### config.mk
export PLATFORM = sky130hd
export DESIGN_NAME = led_strip_pattern_generator_unit
export DESIGN_NICKNAME = d
export VERILOG_FILES = /design/src/lspg_pkg.sv /design/src/led_strip_pattern_generator_unit.sv /design/src/lspg_fifo.sv /design/src/lspg_front.sv /design/src/lspg_back.sv
export VERILOG_INCLUDE_DIRS = /design/src /design/src/src
export SDC_FILE = /design/constraint.sdc
export NUM_CORES = 2
export LEC_CHECK = 0
export ABC_CLOCK_PERIOD_IN_PS = 16000
export BUFFER_PORTS_ARGS = -buffer_cell sky130_fd_sc_hd__buf_2
export CAP_MARGIN = 20
export CORE_MARGIN = 3
export CORE_UTILIZATION = 51
export DETAILED_ROUTE_END_ITERATION = 10
export GPL_ROUTABILITY_DRIVEN = 0
export PLACE_DENSITY = 0.67
export SLEW_MARGIN = 30
export SYNTH_ARGS = -nofsm -noshare
export SYNTH_HDL_FRONTEND = slang
export SYNTH_SLANG_ARGS = --single-unit
### constraint.sdc
create_clock -name clk -period 16 [get_ports clk]
set_input_delay 0 -clock clk [delete_from_list [all_inputs] [get_ports clk]]
set_output_delay 0 -clock clk [all_outputs]
set_load 0.005 [all_outputs]
### src/led_strip_pattern_generator_unit_defines.svh
// ----------------------------------------------------------------------------
// led strip pattern generator assertion macros
// shared property shorthands, sampled on clk and disabled while rst_n is low
// ----------------------------------------------------------------------------
`ifndef LED_STRIP_PATTERN_GENERATOR_UNIT_DEFINES_SVH
`define LED_STRIP_PATTERN_GENERATOR_UNIT_DEFINES_SVH

// same-cycle implication
`define LSPG_ASSERT_IMP(label, ante, cons, msg) \
  label: assert property (@(posedge clk) disable iff (!rst_n) (ante) |-> (cons)) \
    else $error(msg);

// next-cycle implication
`define LSPG_ASSERT_NXT(label, ante, cons, msg) \
  label: assert property (@(posedge clk) disable iff (!rst_n) (ante) |=> (cons)) \
    else $error(msg);

// implication after a fixed number of cycles
`define LSPG_ASSERT_LAT(label, ante, dly, cons, msg) \
  label: assert property (@(posedge clk) disable iff (!rst_n) (ante) |-> ##dly (cons)) \
    else $error(msg);

`endif

### src/lspg_pkg.sv
// ----------------------------------------------------------------------------
// lspg_pkg
// types, constants and small color functions of the led strip pattern generator
// ----------------------------------------------------------------------------
package lspg_pkg;

  localparam int MAX_PIXELS      = 1024;
  localparam int PULSE_PERIOD_MS = 2000;

  localparam int MID_DEPTH     = 4;
  localparam int OUT_DEPTH     = 16;
  localparam int DIV_STAGES    = 11;
  localparam int PULSE_STAGES  = 7;

  typedef logic [23:0] color_t;

  localparam color_t COLOR_OFF   = 24'h000000;
  localparam color_t COLOR_RED   = 24'hFF0000;
  localparam color_t COLOR_WHITE = 24'hFFFFFF;

  typedef enum logic [2:0] {
    MODE_SOLID,
    MODE_RAINBOW,
    MODE_CYCLE,
    MODE_CHASE,
    MODE_CHASE_RB,
    MODE_DOT,
    MODE_PROGRESS
  } mode_t;

  typedef enum logic [1:0] {
    REG_MODE,
    REG_BASE,
    REG_COUNT,
    REG_PROGRESS
  } reg_idx_t;

  typedef struct packed {
    logic [9:0]  pixel_index;
    logic [10:0] frame_step;
    logic [1:0]  chase_phase;
    logic [31:0] time_ms;
  } in_t;

  typedef struct packed {
    color_t      pixel_color;
    logic [9:0]  pixel_index_out;
  } out_t;

  typedef struct packed {
    logic [2:0]  pattern_mode;
    color_t      base_color;
    logic [10:0] pixel_count;
    logic [16:0] progress_fraction;
  } cfg_t;

  // classified item handed from front to back
  typedef struct packed {
    logic [2:0]  mode;
    logic [9:0]  pixel_index;
    logic [10:0] frame_step;
    logic [31:0] time_ms;
    logic        on_strip;
    logic        chase_hit;
    logic [7:0]  wheel_pos;
    logic [10:0] div_rem;
    logic [10:0] div_bits;
  } cls_t;

  function automatic color_t color_wheel(logic [7:0] pos);
    logic [7:0] v;
    logic [7:0] v3;
    v = ~pos;
    if (v < 8'd85) begin
      v3 = v * 8'd3;
      return {8'd255 - v3, 8'd0, v3};
    end else if (v < 8'd170) begin
      v3 = (v - 8'd85) * 8'd3;
      return {8'd0, v3, 8'd255 - v3};
    end else begin
      v3 = (v - 8'd170) * 8'd3;
      return {v3, 8'd255 - v3, 8'd0};
    end
  endfunction

  // base-4 digit sum, then fold
  function automatic logic [1:0] mod3(logic [9:0] p);
    logic [3:0] s;
    logic [2:0] t;
    s = 4'(p[1:0]) + 4'(p[3:2]) + 4'(p[5:4]) + 4'(p[7:6]) + 4'(p[9:8]);
    t = 3'(s[3:2]) + 3'(s[1:0]);
    if (t >= 3'd6) begin
      return 2'd0;
    end else if (t >= 3'd3) begin
      return 2'(t - 3'd3);
    end else begin
      return t[1:0];
    end
  endfunction

  // 256 = 1 mod 255
  function automatic logic [7:0] mod255(logic [11:0] x);
    logic [8:0] s;
    s = 9'(x[11:8]) + 9'(x[7:0]);
    if (s >= 9'd255) begin
      s = s - 9'd255;
    end
    return s[7:0];
  endfunction

  function automatic logic [10:0] eff_count(logic [10:0] pc);
    if (pc == 11'd0) begin
      return 11'd1;
    end else if (int'(pc) > MAX_PIXELS) begin
      return 11'(MAX_PIXELS);
    end else begin
      return pc;
    end
  endfunction

endpackage

### src/led_strip_pattern_generator_unit.sv
// ----------------------------------------------------------------------------
// led_strip_pattern_generator_unit
// per-pixel rgb pattern generator with apb register port
// ----------------------------------------------------------------------------
//   channel   ports                              beat
//   request   push / full / in_item              in_t: pixel, frame, phase, time
//   result    pop / empty / out_item             out_t: color, pixel
//   config    psel penable pwrite paddr pwdata   32-bit registers at 4*i
//
// one beat per cycle sustained while results are popped; an accepted beat
// passes the request queue and the 11-step remainder pipeline to the results.
// synchronous active-low reset clears registers to defaults and empties queues.
// up to 16 results wait for pop; beyond that the back end stops issuing and
// full rises once the 4-entry request queue fills.
// ----------------------------------------------------------------------------
module led_strip_pattern_generator_unit (
  input  logic           clk,
  input  logic           rst_n,
  input  logic           push,
  output logic           full,
  input  lspg_pkg::in_t  in_item,
  input  logic           pop,
  output logic           empty,
  output lspg_pkg::out_t out_item,
  input  logic           psel,
  input  logic           penable,
  input  logic           pwrite,
  input  logic [3:0]     paddr,
  input  logic [31:0]    pwdata,
  output logic [31:0]    prdata,
  output logic           pready
);
  import lspg_pkg::*;

  cfg_t  cfg_r, cfg_nxt;
  logic  cfg_wr;

  logic  q_wr;
  logic  q_full;
  logic  q_empty;
  logic  q_rd;
  cls_t  q_wdata;
  cls_t  q_rdata;

  logic  res_wr;
  logic  res_full;
  logic  res_pop_ok;
  out_t  res_wdata;

  assign pready = 1'b1;
  assign cfg_wr = psel && penable && pwrite && pready;

  always_comb begin
    cfg_nxt = cfg_r;
    if (cfg_wr) begin
      unique case (reg_idx_t'(paddr[3:2]))
        REG_MODE:     cfg_nxt.pattern_mode      = pwdata[2:0];
        REG_BASE:     cfg_nxt.base_color        = pwdata[23:0];
        REG_COUNT:    cfg_nxt.pixel_count       = pwdata[10:0];
        REG_PROGRESS: cfg_nxt.progress_fraction = pwdata[16:0];
        default:      cfg_nxt = cfg_r;
      endcase
    end
  end

  always_comb begin
    unique case (reg_idx_t'(paddr[3:2]))
      REG_MODE:     prdata = 32'(cfg_r.pattern_mode);
      REG_BASE:     prdata = 32'(cfg_r.base_color);
      REG_COUNT:    prdata = 32'(cfg_r.pixel_count);
      REG_PROGRESS: prdata = 32'(cfg_r.progress_fraction);
      default:      prdata = '0;
    endcase
  end

  always_ff @(posedge clk) begin
    if (!rst_n) begin
      cfg_r.pattern_mode      <= 3'd0;
      cfg_r.base_color        <= 24'd0;
      cfg_r.pixel_count       <= 11'd64;
      cfg_r.progress_fraction <= 17'd0;
    end else begin
      cfg_r <= cfg_nxt;
    end
  end

  lspg_front u_front (
    .cfg     (cfg_r),
    .push    (push),
    .in_item (in_item),
    .q_full  (q_full),
    .full    (full),
    .q_wr    (q_wr),
    .q_data  (q_wdata)
  );

  lspg_fifo #(
    .WIDTH ($bits(cls_t)),
    .DEPTH (MID_DEPTH)
  ) u_mid_q (
    .clk     (clk),
    .rst_n   (rst_n),
    .wr_en   (q_wr),
    .wr_data (q_wdata),
    .full    (q_full),
    .rd_en   (q_rd),
    .rd_data (q_rdata),
    .empty   (q_empty)
  );

  assign res_pop_ok = pop && !empty;

  lspg_back u_back (
    .clk        (clk),
    .rst_n      (rst_n),
    .cfg        (cfg_r),
    .q_empty    (q_empty),
    .q_data     (q_rdata),
    .q_rd       (q_rd),
    .out_pop_ok (res_pop_ok),
    .out_full   (res_full),
    .out_wr     (res_wr),
    .out_data   (res_wdata)
  );

  lspg_fifo #(
    .WIDTH ($bits(out_t)),
    .DEPTH (OUT_DEPTH)
  ) u_res_q (
    .clk     (clk),
    .rst_n   (rst_n),
    .wr_en   (res_wr),
    .wr_data (res_wdata),
    .full    (res_full),
    .rd_en   (res_pop_ok),
    .rd_data (out_item),
    .empty   (empty)
  );

endmodule

### src/lspg_fifo.sv
// ----------------------------------------------------------------------------
// lspg_fifo
// small register queue with show-ahead read; depth must be a power of two
// ----------------------------------------------------------------------------
`include "led_strip_pattern_generator_unit_defines.svh"

module lspg_fifo #(
  parameter int WIDTH = 8,
  parameter int DEPTH = 4
) (
  input  logic             clk,
  input  logic             rst_n,
  input  logic             wr_en,
  input  logic [WIDTH-1:0] wr_data,
  output logic             full,
  input  logic             rd_en,
  output logic [WIDTH-1:0] rd_data,
  output logic             empty
);

  localparam int AW = (DEPTH > 1) ? $clog2(DEPTH) : 1;
  localparam int CW = $clog2(DEPTH + 1);

  logic [WIDTH-1:0] mem_r [DEPTH];
  logic [AW-1:0]    wr_ptr_r, wr_ptr_nxt;
  logic [AW-1:0]    rd_ptr_r, rd_ptr_nxt;
  logic [CW-1:0]    cnt_r, cnt_nxt;

  assign full    = (cnt_r == CW'(DEPTH));
  assign empty   = (cnt_r == '0);
  assign rd_data = mem_r[rd_ptr_r];

  always_comb begin
    wr_ptr_nxt = wr_en ? wr_ptr_r + AW'(1) : wr_ptr_r;
    rd_ptr_nxt = rd_en ? rd_ptr_r + AW'(1) : rd_ptr_r;
    cnt_nxt    = cnt_r + CW'(wr_en) - CW'(rd_en);
  end

  always_ff @(posedge clk) begin
    if (!rst_n) begin
      wr_ptr_r <= '0;
      rd_ptr_r <= '0;
      cnt_r    <= '0;
    end else begin
      wr_ptr_r <= wr_ptr_nxt;
      rd_ptr_r <= rd_ptr_nxt;
      cnt_r    <= cnt_nxt;
    end
  end

  always_ff @(posedge clk) begin
    if (wr_en) begin
      mem_r[wr_ptr_r] <= wr_data;
    end
  end

  `LSPG_ASSERT_NXT(a_fifo_fill, wr_en && !rd_en, !empty, "queue empty after write")
  `LSPG_ASSERT_NXT(a_fifo_drain, rd_en && !wr_en && cnt_r == CW'(1), empty,
                   "queue not empty after last read")

endmodule

### src/lspg_front.sv
// ----------------------------------------------------------------------------
// lspg_front
// accepts request beats and classifies them for the color pipeline
// ----------------------------------------------------------------------------
module lspg_front (
  input  lspg_pkg::cfg_t cfg,
  input  logic           push,
  input  lspg_pkg::in_t  in_item,
  input  logic           q_full,
  output logic           full,
  output logic           q_wr,
  output lspg_pkg::cls_t q_data
);
  import lspg_pkg::*;

  logic [10:0] n;
  logic [1:0]  pm3;
  logic [7:0]  pos_rb;
  logic [11:0] chase_sum;
  logic [7:0]  pos_crb;
  logic        is_cycle;

  assign full = q_full;
  assign q_wr = push && !q_full;

  always_comb begin
    n         = eff_count(cfg.pixel_count);
    pm3       = mod3(in_item.pixel_index);
    pos_rb    = in_item.pixel_index[7:0] + in_item.frame_step[7:0];
    // p - q only matters when p mod 3 == q, so it never goes negative there
    chase_sum = 12'(in_item.pixel_index) - 12'(in_item.chase_phase)
              + 12'(in_item.frame_step);
    pos_crb   = mod255(chase_sum);
    is_cycle  = (mode_t'(cfg.pattern_mode) == MODE_CYCLE);

    q_data.mode        = cfg.pattern_mode;
    q_data.pixel_index = in_item.pixel_index;
    q_data.frame_step  = in_item.frame_step;
    q_data.time_ms     = in_item.time_ms;
    q_data.on_strip    = ({1'b0, in_item.pixel_index} < n);
    q_data.chase_hit   = (pm3 == in_item.chase_phase);
    q_data.wheel_pos   = (mode_t'(cfg.pattern_mode) == MODE_CHASE_RB) ? pos_crb : pos_rb;
    // rainbow cycle: divide p*256 by n, seeding the remainder with p>>3
    // everything else: j mod n
    if (is_cycle) begin
      q_data.div_rem  = {4'd0, in_item.pixel_index[9:3]};
      q_data.div_bits = {in_item.pixel_index[2:0], 8'd0};
    end else begin
      q_data.div_rem  = '0;
      q_data.div_bits = in_item.frame_step;
    end
  end

endmodule

### src/lspg_back.sv
// ----------------------------------------------------------------------------
// lspg_back
// color pipeline: restoring divider stages, gray pulse lane and final select
// ----------------------------------------------------------------------------
`include "led_strip_pattern_generator_unit_defines.svh"

module lspg_back (
  input  logic           clk,
  input  logic           rst_n,
  input  lspg_pkg::cfg_t cfg,
  input  logic           q_empty,
  input  lspg_pkg::cls_t q_data,
  output logic           q_rd,
  input  logic           out_pop_ok,
  input  logic           out_full,
  output logic           out_wr,
  output lspg_pkg::out_t out_data
);
  import lspg_pkg::*;

  localparam int RW   = $clog2(OUT_DEPTH + 1);
  localparam int LAT  = DIV_STAGES + 1;
  localparam int GDLY = DIV_STAGES + 1 - PULSE_STAGES;

  localparam logic [15:0] PERIOD  = 16'(PULSE_PERIOD_MS);
  localparam logic [15:0] HALF    = 16'(PULSE_PERIOD_MS / 2);
  localparam logic [31:0] RECIP_T = 32'((64'd1 << 32) / PULSE_PERIOD_MS);
  localparam logic [23:0] RECIP_G = 24'((64'd1 << 24) / PULSE_PERIOD_MS);

  // credits: beats in the pipeline plus beats in the output queue
  logic [RW-1:0] reserved_r, reserved_nxt;
  logic          issue;

  // config-derived values
  logic [10:0] n_r;
  logic [26:0] kprod_r;
  logic [10:0] k;

  // main line
  logic        s_vld_r  [DIV_STAGES+1];
  cls_t        s_item_r [DIV_STAGES+1];
  logic [10:0] s_rem_r  [DIV_STAGES+1];
  logic [10:0] s_bits_r [DIV_STAGES+1];
  logic [7:0]  s_quo_r  [DIV_STAGES+1];
  logic [10:0] rem_nxt  [DIV_STAGES+1];
  logic [10:0] bits_nxt [DIV_STAGES+1];
  logic [7:0]  quo_nxt  [DIV_STAGES+1];

  // gray pulse lane
  logic [63:0] pa_prod_r;
  logic [31:0] pa_tm_r;
  logic [47:0] pb_qp_r;
  logic [31:0] pb_tm_r;
  logic [15:0] pc_t_r;
  logic [23:0] pd_y_r;
  logic [47:0] pe_prod_r;
  logic [23:0] pe_y_r;
  logic [25:0] pf_q2p_r;
  logic [9:0]  pf_q2_r;
  logic [23:0] pf_y_r;
  logic [7:0]  pg_gray_r;
  logic [7:0]  gdly_r [GDLY];

  logic [17:0] t_diff;
  logic [15:0] t_nxt;
  logic [15:0] x_val;
  logic [23:0] y_nxt;
  logic [23:0] rem2;
  logic [9:0]  q2c;
  logic [7:0]  gray_nxt;

  // output select
  cls_t        f;
  logic [10:0] dot_pos;
  logic [10:0] dot_prev;
  logic [7:0]  gray;
  color_t      color;

  assign issue = !q_empty && (reserved_r < RW'(OUT_DEPTH));
  assign q_rd  = issue;
  assign k     = kprod_r[26:16];

  always_comb begin
    reserved_nxt = reserved_r + RW'(issue) - RW'(out_pop_ok);
  end

  always_comb begin : div_steps
    logic [11:0] r2;
    logic        ge;
    rem_nxt[0]  = q_data.div_rem;
    bits_nxt[0] = q_data.div_bits;
    quo_nxt[0]  = '0;
    for (int i = 1; i <= DIV_STAGES; i++) begin
      r2          = {s_rem_r[i-1], s_bits_r[i-1][10]};
      ge          = (r2 >= {1'b0, n_r});
      rem_nxt[i]  = ge ? 11'(r2 - {1'b0, n_r}) : r2[10:0];
      bits_nxt[i] = {s_bits_r[i-1][9:0], 1'b0};
      quo_nxt[i]  = {s_quo_r[i-1][6:0], ge};
    end
  end

  always_comb begin
    // quotient estimate is low by at most one, so one fixup each time
    t_diff   = 18'(pb_tm_r - pb_qp_r[31:0]);
    t_nxt    = 16'((t_diff >= {2'b00, PERIOD}) ? t_diff - {2'b00, PERIOD} : t_diff);
    x_val    = (pc_t_r < HALF) ? pc_t_r : PERIOD - pc_t_r;
    y_nxt    = 24'(x_val) * 24'd510 + 24'(PERIOD) - 24'd1;
    rem2     = pf_y_r - pf_q2p_r[23:0];
    q2c      = (rem2 >= 24'(PERIOD)) ? pf_q2_r + 10'd1 : pf_q2_r;
    gray_nxt = (q2c > 10'd255) ? 8'd255 : q2c[7:0];
  end

  always_ff @(posedge clk) begin
    if (!rst_n) begin
      reserved_r <= '0;
      for (int i = 0; i <= DIV_STAGES; i++) begin
        s_vld_r[i] <= 1'b0;
      end
    end else begin
      reserved_r <= reserved_nxt;
      s_vld_r[0] <= issue;
      for (int i = 1; i <= DIV_STAGES; i++) begin
        s_vld_r[i] <= s_vld_r[i-1];
      end
    end
  end

  always_ff @(posedge clk) begin
    n_r     <= eff_count(cfg.pixel_count);
    kprod_r <= 27'(n_r) * 27'(cfg.progress_fraction[15:0]);

    s_item_r[0] <= q_data;
    for (int i = 1; i <= DIV_STAGES; i++) begin
      s_item_r[i] <= s_item_r[i-1];
    end
    for (int i = 0; i <= DIV_STAGES; i++) begin
      s_rem_r[i]  <= rem_nxt[i];
      s_bits_r[i] <= bits_nxt[i];
      s_quo_r[i]  <= quo_nxt[i];
    end

    pa_prod_r <= 64'(q_data.time_ms) * 64'(RECIP_T);
    pa_tm_r   <= q_data.time_ms;
    pb_qp_r   <= 48'(pa_prod_r[63:32]) * 48'(PERIOD);
    pb_tm_r   <= pa_tm_r;
    pc_t_r    <= t_nxt;
    pd_y_r    <= y_nxt;
    pe_prod_r <= 48'(pd_y_r) * 48'(RECIP_G);
    pe_y_r    <= pd_y_r;
    pf_q2_r   <= pe_prod_r[33:24];
    pf_q2p_r  <= 26'(pe_prod_r[33:24]) * 26'(PERIOD);
    pf_y_r    <= pe_y_r;
    pg_gray_r <= gray_nxt;
    gdly_r[0] <= pg_gray_r;
    for (int i = 1; i < GDLY; i++) begin
      gdly_r[i] <= gdly_r[i-1];
    end
  end

  always_comb begin
    f        = s_item_r[DIV_STAGES];
    dot_pos  = s_rem_r[DIV_STAGES];
    dot_prev = (dot_pos == 11'd0) ? n_r - 11'd1 : dot_pos - 11'd1;
    gray     = gdly_r[GDLY-1];
    color    = COLOR_OFF;
    unique case (mode_t'(f.mode))
      MODE_SOLID:    color = cfg.base_color;
      MODE_RAINBOW:  color = color_wheel(f.wheel_pos);
      MODE_CYCLE:    color = color_wheel(s_quo_r[DIV_STAGES] + f.frame_step[7:0]);
      MODE_CHASE:    color = f.chase_hit ? cfg.base_color : COLOR_OFF;
      MODE_CHASE_RB: color = f.chase_hit ? color_wheel(f.wheel_pos) : COLOR_OFF;
      MODE_DOT: begin
        // red wins over white on a one-pixel strip
        priority if ({1'b0, f.pixel_index} == dot_pos) begin
          color = COLOR_RED;
        end else if ({1'b0, f.pixel_index} == dot_prev) begin
          color = COLOR_WHITE;
        end else begin
          color = COLOR_OFF;
        end
      end
      MODE_PROGRESS: begin
        priority if (cfg.progress_fraction[16]) begin
          color = cfg.base_color;
        end else if ({1'b0, f.pixel_index} < k) begin
          color = cfg.base_color;
        end else if ({1'b0, f.pixel_index} == k) begin
          color = {gray, gray, gray};
        end else begin
          color = COLOR_OFF;
        end
      end
      default:       color = COLOR_OFF;
    endcase
    if (!f.on_strip) begin
      color = COLOR_OFF;
    end
  end

  assign out_wr                   = s_vld_r[DIV_STAGES];
  assign out_data.pixel_color     = color;
  assign out_data.pixel_index_out = f.pixel_index;

  `LSPG_ASSERT_LAT(a_back_latency, issue, LAT, out_wr, "beat lost in color pipeline")
  `LSPG_ASSERT_IMP(a_back_room, out_wr, !out_full, "result written into full queue")
  `LSPG_ASSERT_IMP(a_back_credit, reserved_r == '0, !out_wr, "result without credit")

endmodule

==> impl_results.md <==
- Worst path most repeated cell: fa_1
- Crit path DAT: 9.63 ns
- Min Clock Period, post-route: 8.91 ns
- Total grt overflow: 0
- Max Cap Viol: 0
- WL/cell: 19.2 um
- Final count of negative-setup-slack endpoints: 0
- Max clock buf depth: 3
- Fmax: 112 MHz
- Hold Path Depth: 2
- Largest net degree at the start of global routing: 97
- CP delay by family, top: adder cells
- DRC Markers: 0
- Worst slew pin tran: 0.993 ns
- Layout area overhead: 12.4%
- Die Wd: 431 um
- Worst relative slew slack: 33.5%
- TritonCTS sink count: 1816
- Synth warn: 0
- Register-to-Register Path Depth: 24
- RSZ-0062 raised after global routing: no
- Startpoint types: flip-flop
- Routed Antenna Nets: 0
- Syn Area/Cell: 12.7 um^2
- CTS clk-pin slew, worst paths: 0.06 ns
- Worst setup path class: reg -> reg
- IO Port Bufs: 147
- Critical Path Stages: 24
- Core area: 179000 um^2
- Fraction of registers with async set/reset: 0%
- CP Capture Type: flip-flop
- # nets final: 9099
- First-pass iteration count of the detailed router: 7
- CP max stage cell: mux4_2
- Dpl hpwl: 135000 um
- First-pass GRT wire length: 311000 um
- Worst stage delay on the critical path: 0.81 ns
- Starting Density: 51.5%
- Clock Latency Late Sink: 0.81 ns
- Clk root buf: clkbuf_16
- Yosys reg bits: 1816
- Share of cells above drive strength 1: 11.4%
- Fin. max-slew vios: 0
- CP Max Fanout: 31
- Synth cell types: 92
- Mapped Area: 92200 um^2
- Reg2Reg Setup Slack: 7.09 ns
- Period utilisation layout: 55.7%
- Crit-path cells: buf_4, buf_4, mux4_2, ha_1, inv_1, fa_1, inv_1, ha_1, inv_1, fa_1, inv_1, fa_1, fa_1, fa_1, ha_1, a21oi_1, o211ai_1, a221o_1, nand3_1, o221ai_1, a31oi_1, o21ai_0, o41ai_1, xnor2_1
- Ports: 167
- Die ar.: 186000 um^2
- Total CTS buffers: 181
- Worst EP required: 16.72 ns
- Syn Inst Count: 7272
- Vias per inst: 5.31
- Buf/Inv on CP: 6
- Routed WL: 195000 um
- Final Hold Vio Count: 0
- Min-Delay Path Class: in -> reg
- H-Tree Depth: 4
- Vias in the first global route: 56.9k
- Via count: 54.0k
- Initial DRC Count: 3384
- Num rows: 155
- Gr usage total: 21.3%
- CTS tree: yes
- Vert. Die Dim: 431 um
- Fin Clk Skew: 0.0384 ns
- Outcome: finished, final reports clean
- Initial antenna violation count: 8
- Synth Flop Type: dfxtp_1
- Setup TNS after final layout: 0 ns
- Post-cts sizing count: 0
- Sequential area share after synthesis: 48.9%
- Number of synthesized flops with an enable pin: 868
worst register-to-register path: cells and delay by family (launching register included):
| kind | cells | cell delay, ns |
|---|---|---|
| fa+ha+maj | 8 | 3.47 |
| xor+xnor | 1 | 0.16 |
| compound gates | 7 | 2.11 |
| buf+inv | 6 | 1.47 |
| simple gates | 1 | 0.10 |
| mux | 1 | 0.83 |
| flops | 1 | 0.71 |
area by class of cell:
type | instances | area, um^2
Antenna cell | 5 | 12.5
Clock buffer | 262 | 5190
Clock inverter | 79 | 1030
Fill cell | 14100 | 75400
Inverter | 1139 | 4280
Multi-Input combinational cell | 4158 | 42400
Sequential cell | 1816 | 45100
Tap cell | 2355 | 2950
Timing Repair Buffer | 352 | 2690
layer usage:
| layer | track usage (%) | vias to the layer above | wire, um |
|---|---|---|---|
| met4 | 8.76 | 0 | 8510 |
| met2 | 36.8 | 1207 | 95800 |
| met5 | 0 | - | 0 |
| met3 | 2.95 | 331 | 8610 |
| li1 | - | 25700 | - |
| met1 | 27.1 | 26700 | 82500 |
final timing paths:
check,from,endpoint
worst max-delay path,flip-flop,u_back.pa_prod_r[45]$_DFF_P_
worst min register to register,u_back.gdly_r[0][27]$_DFF_P_,u_back.gdly_r[0][35]$_DFF_P_
worst min-delay path,in_item[41],u_mid_q.mem_r[2][67]$_DFFE_PP_
worst max register to register,flip-flop,u_back.pa_prod_r[45]$_DFF_P_
placed cells by master (no fill, tap or decap), drive strengths merged, types with 35 or more instances in the layout:
cell         instances
inv               1153
dfxtp              948
edfxtp             868
ha                 859
fa                 494
nand2              395
nor2               308
clkbuf             262
mux4               254
xnor2              223
buf                200
o21ai              187
a21oi              176
dlygate4sd3        152
and2               141
a21boi             110
xor2                85
nor2b               80
nand3               79
mux2                76
a21o                64
nor3                59
mux2i               50
nand4               47
clkinv              44
o21a                37
a31oi               36
o31ai               35
registers in the layout (all words and copies together) (netlist names), 16 cells and up, named ones only:
register and cells:
u_res_q.mem_r 544, u_back.s_item_r 385, u_mid_q.mem_r 324, u_back.s_rem_r 128, cfg_r 55, u_back.s_bits_r 55, u_back.gdly_r 40, u_back.s_quo_r 36
u_back.pd_y_r 23, u_back.pe_y_r 20, u_back.pf_y_r 20, u_back.pa_tm_r 17, u_back.pb_tm_r 17, u_back.pc_t_r 16
what timing repair did:
| action | in CTS | in global routing |
|---|---|---|
| hold buffers | 152 | 0 |
| setup endpoints to repair | 0 | 0 |
| hold endpoints to repair | 354 | 0 |
| buffers inserted | 0 | 0 |
cell families after synthesis:
family / count (synthesis) / share of synthesized area, %
and+or+nand+nor: 1270 / 6.72
adders and majority gates: 1354 / 22.4
DFF: 1816 / 48.9
xor gates and xnor gates: 311 / 3.00
AOI/OAI and AO/OA: 834 / 5.98
other: 2 / 0.00815
buffers and inverters: 1305 / 5.36
muxes: 380 / 7.68
per-stage QoR:
step	util, %	worst slack (ns)	std cells	area (um^2)	hold slack (ns)
floorplan	-	8.91	7279	92200	0.0989
global placement	53.5	7.02	9667	95700	0.210
detailed placement	53.5	6.95	9667	95800	0.215
CTS	57.8	6.92	10200	104000	0.000934
global route	57.9	6.45	10200	104000	0.0285
finish	57.9	7.09	10200	104000	0.0702
synthesized netlist by cell type, types with 16 or more instances:
library cell,count,area share [%]
clkbuf_1,121,0.49
a31oi_1,36,0.24
nand4_1,47,0.32
nor4_1,16,0.11
mux2_2,76,0.93
xor2_1,85,0.81
a21o_1,64,0.52
ha_1,859,12
and2_1,141,0.96
a211oi_1,18,0.15
o31ai_1,35,0.28
edfxtp_1,868,28
a21oi_1,176,0.96
nand2b_1,32,0.22
nor3b_1,19,0.15
mux2i_1,50,0.54
fa_1,494,11
nand2_1,395,1.6
inv_1,1139,4.6
and3_1,25,0.17
dfxtp_1,948,21
o21a_1,37,0.30
nand3_1,79,0.43
xnor2_1,223,2.1
buf_1,30,0.12
nor3_1,59,0.32
o21ai_0,181,0.98
o21bai_1,31,0.25
nor2b_1,80,0.54
mux4_2,254,6.2
a21boi_0,110,0.90
nor2_1,308,1.3
Power is left out: the tool's default activity adds up to more than one toggle a clock period on the data nets, which glitch-free logic cannot reach.
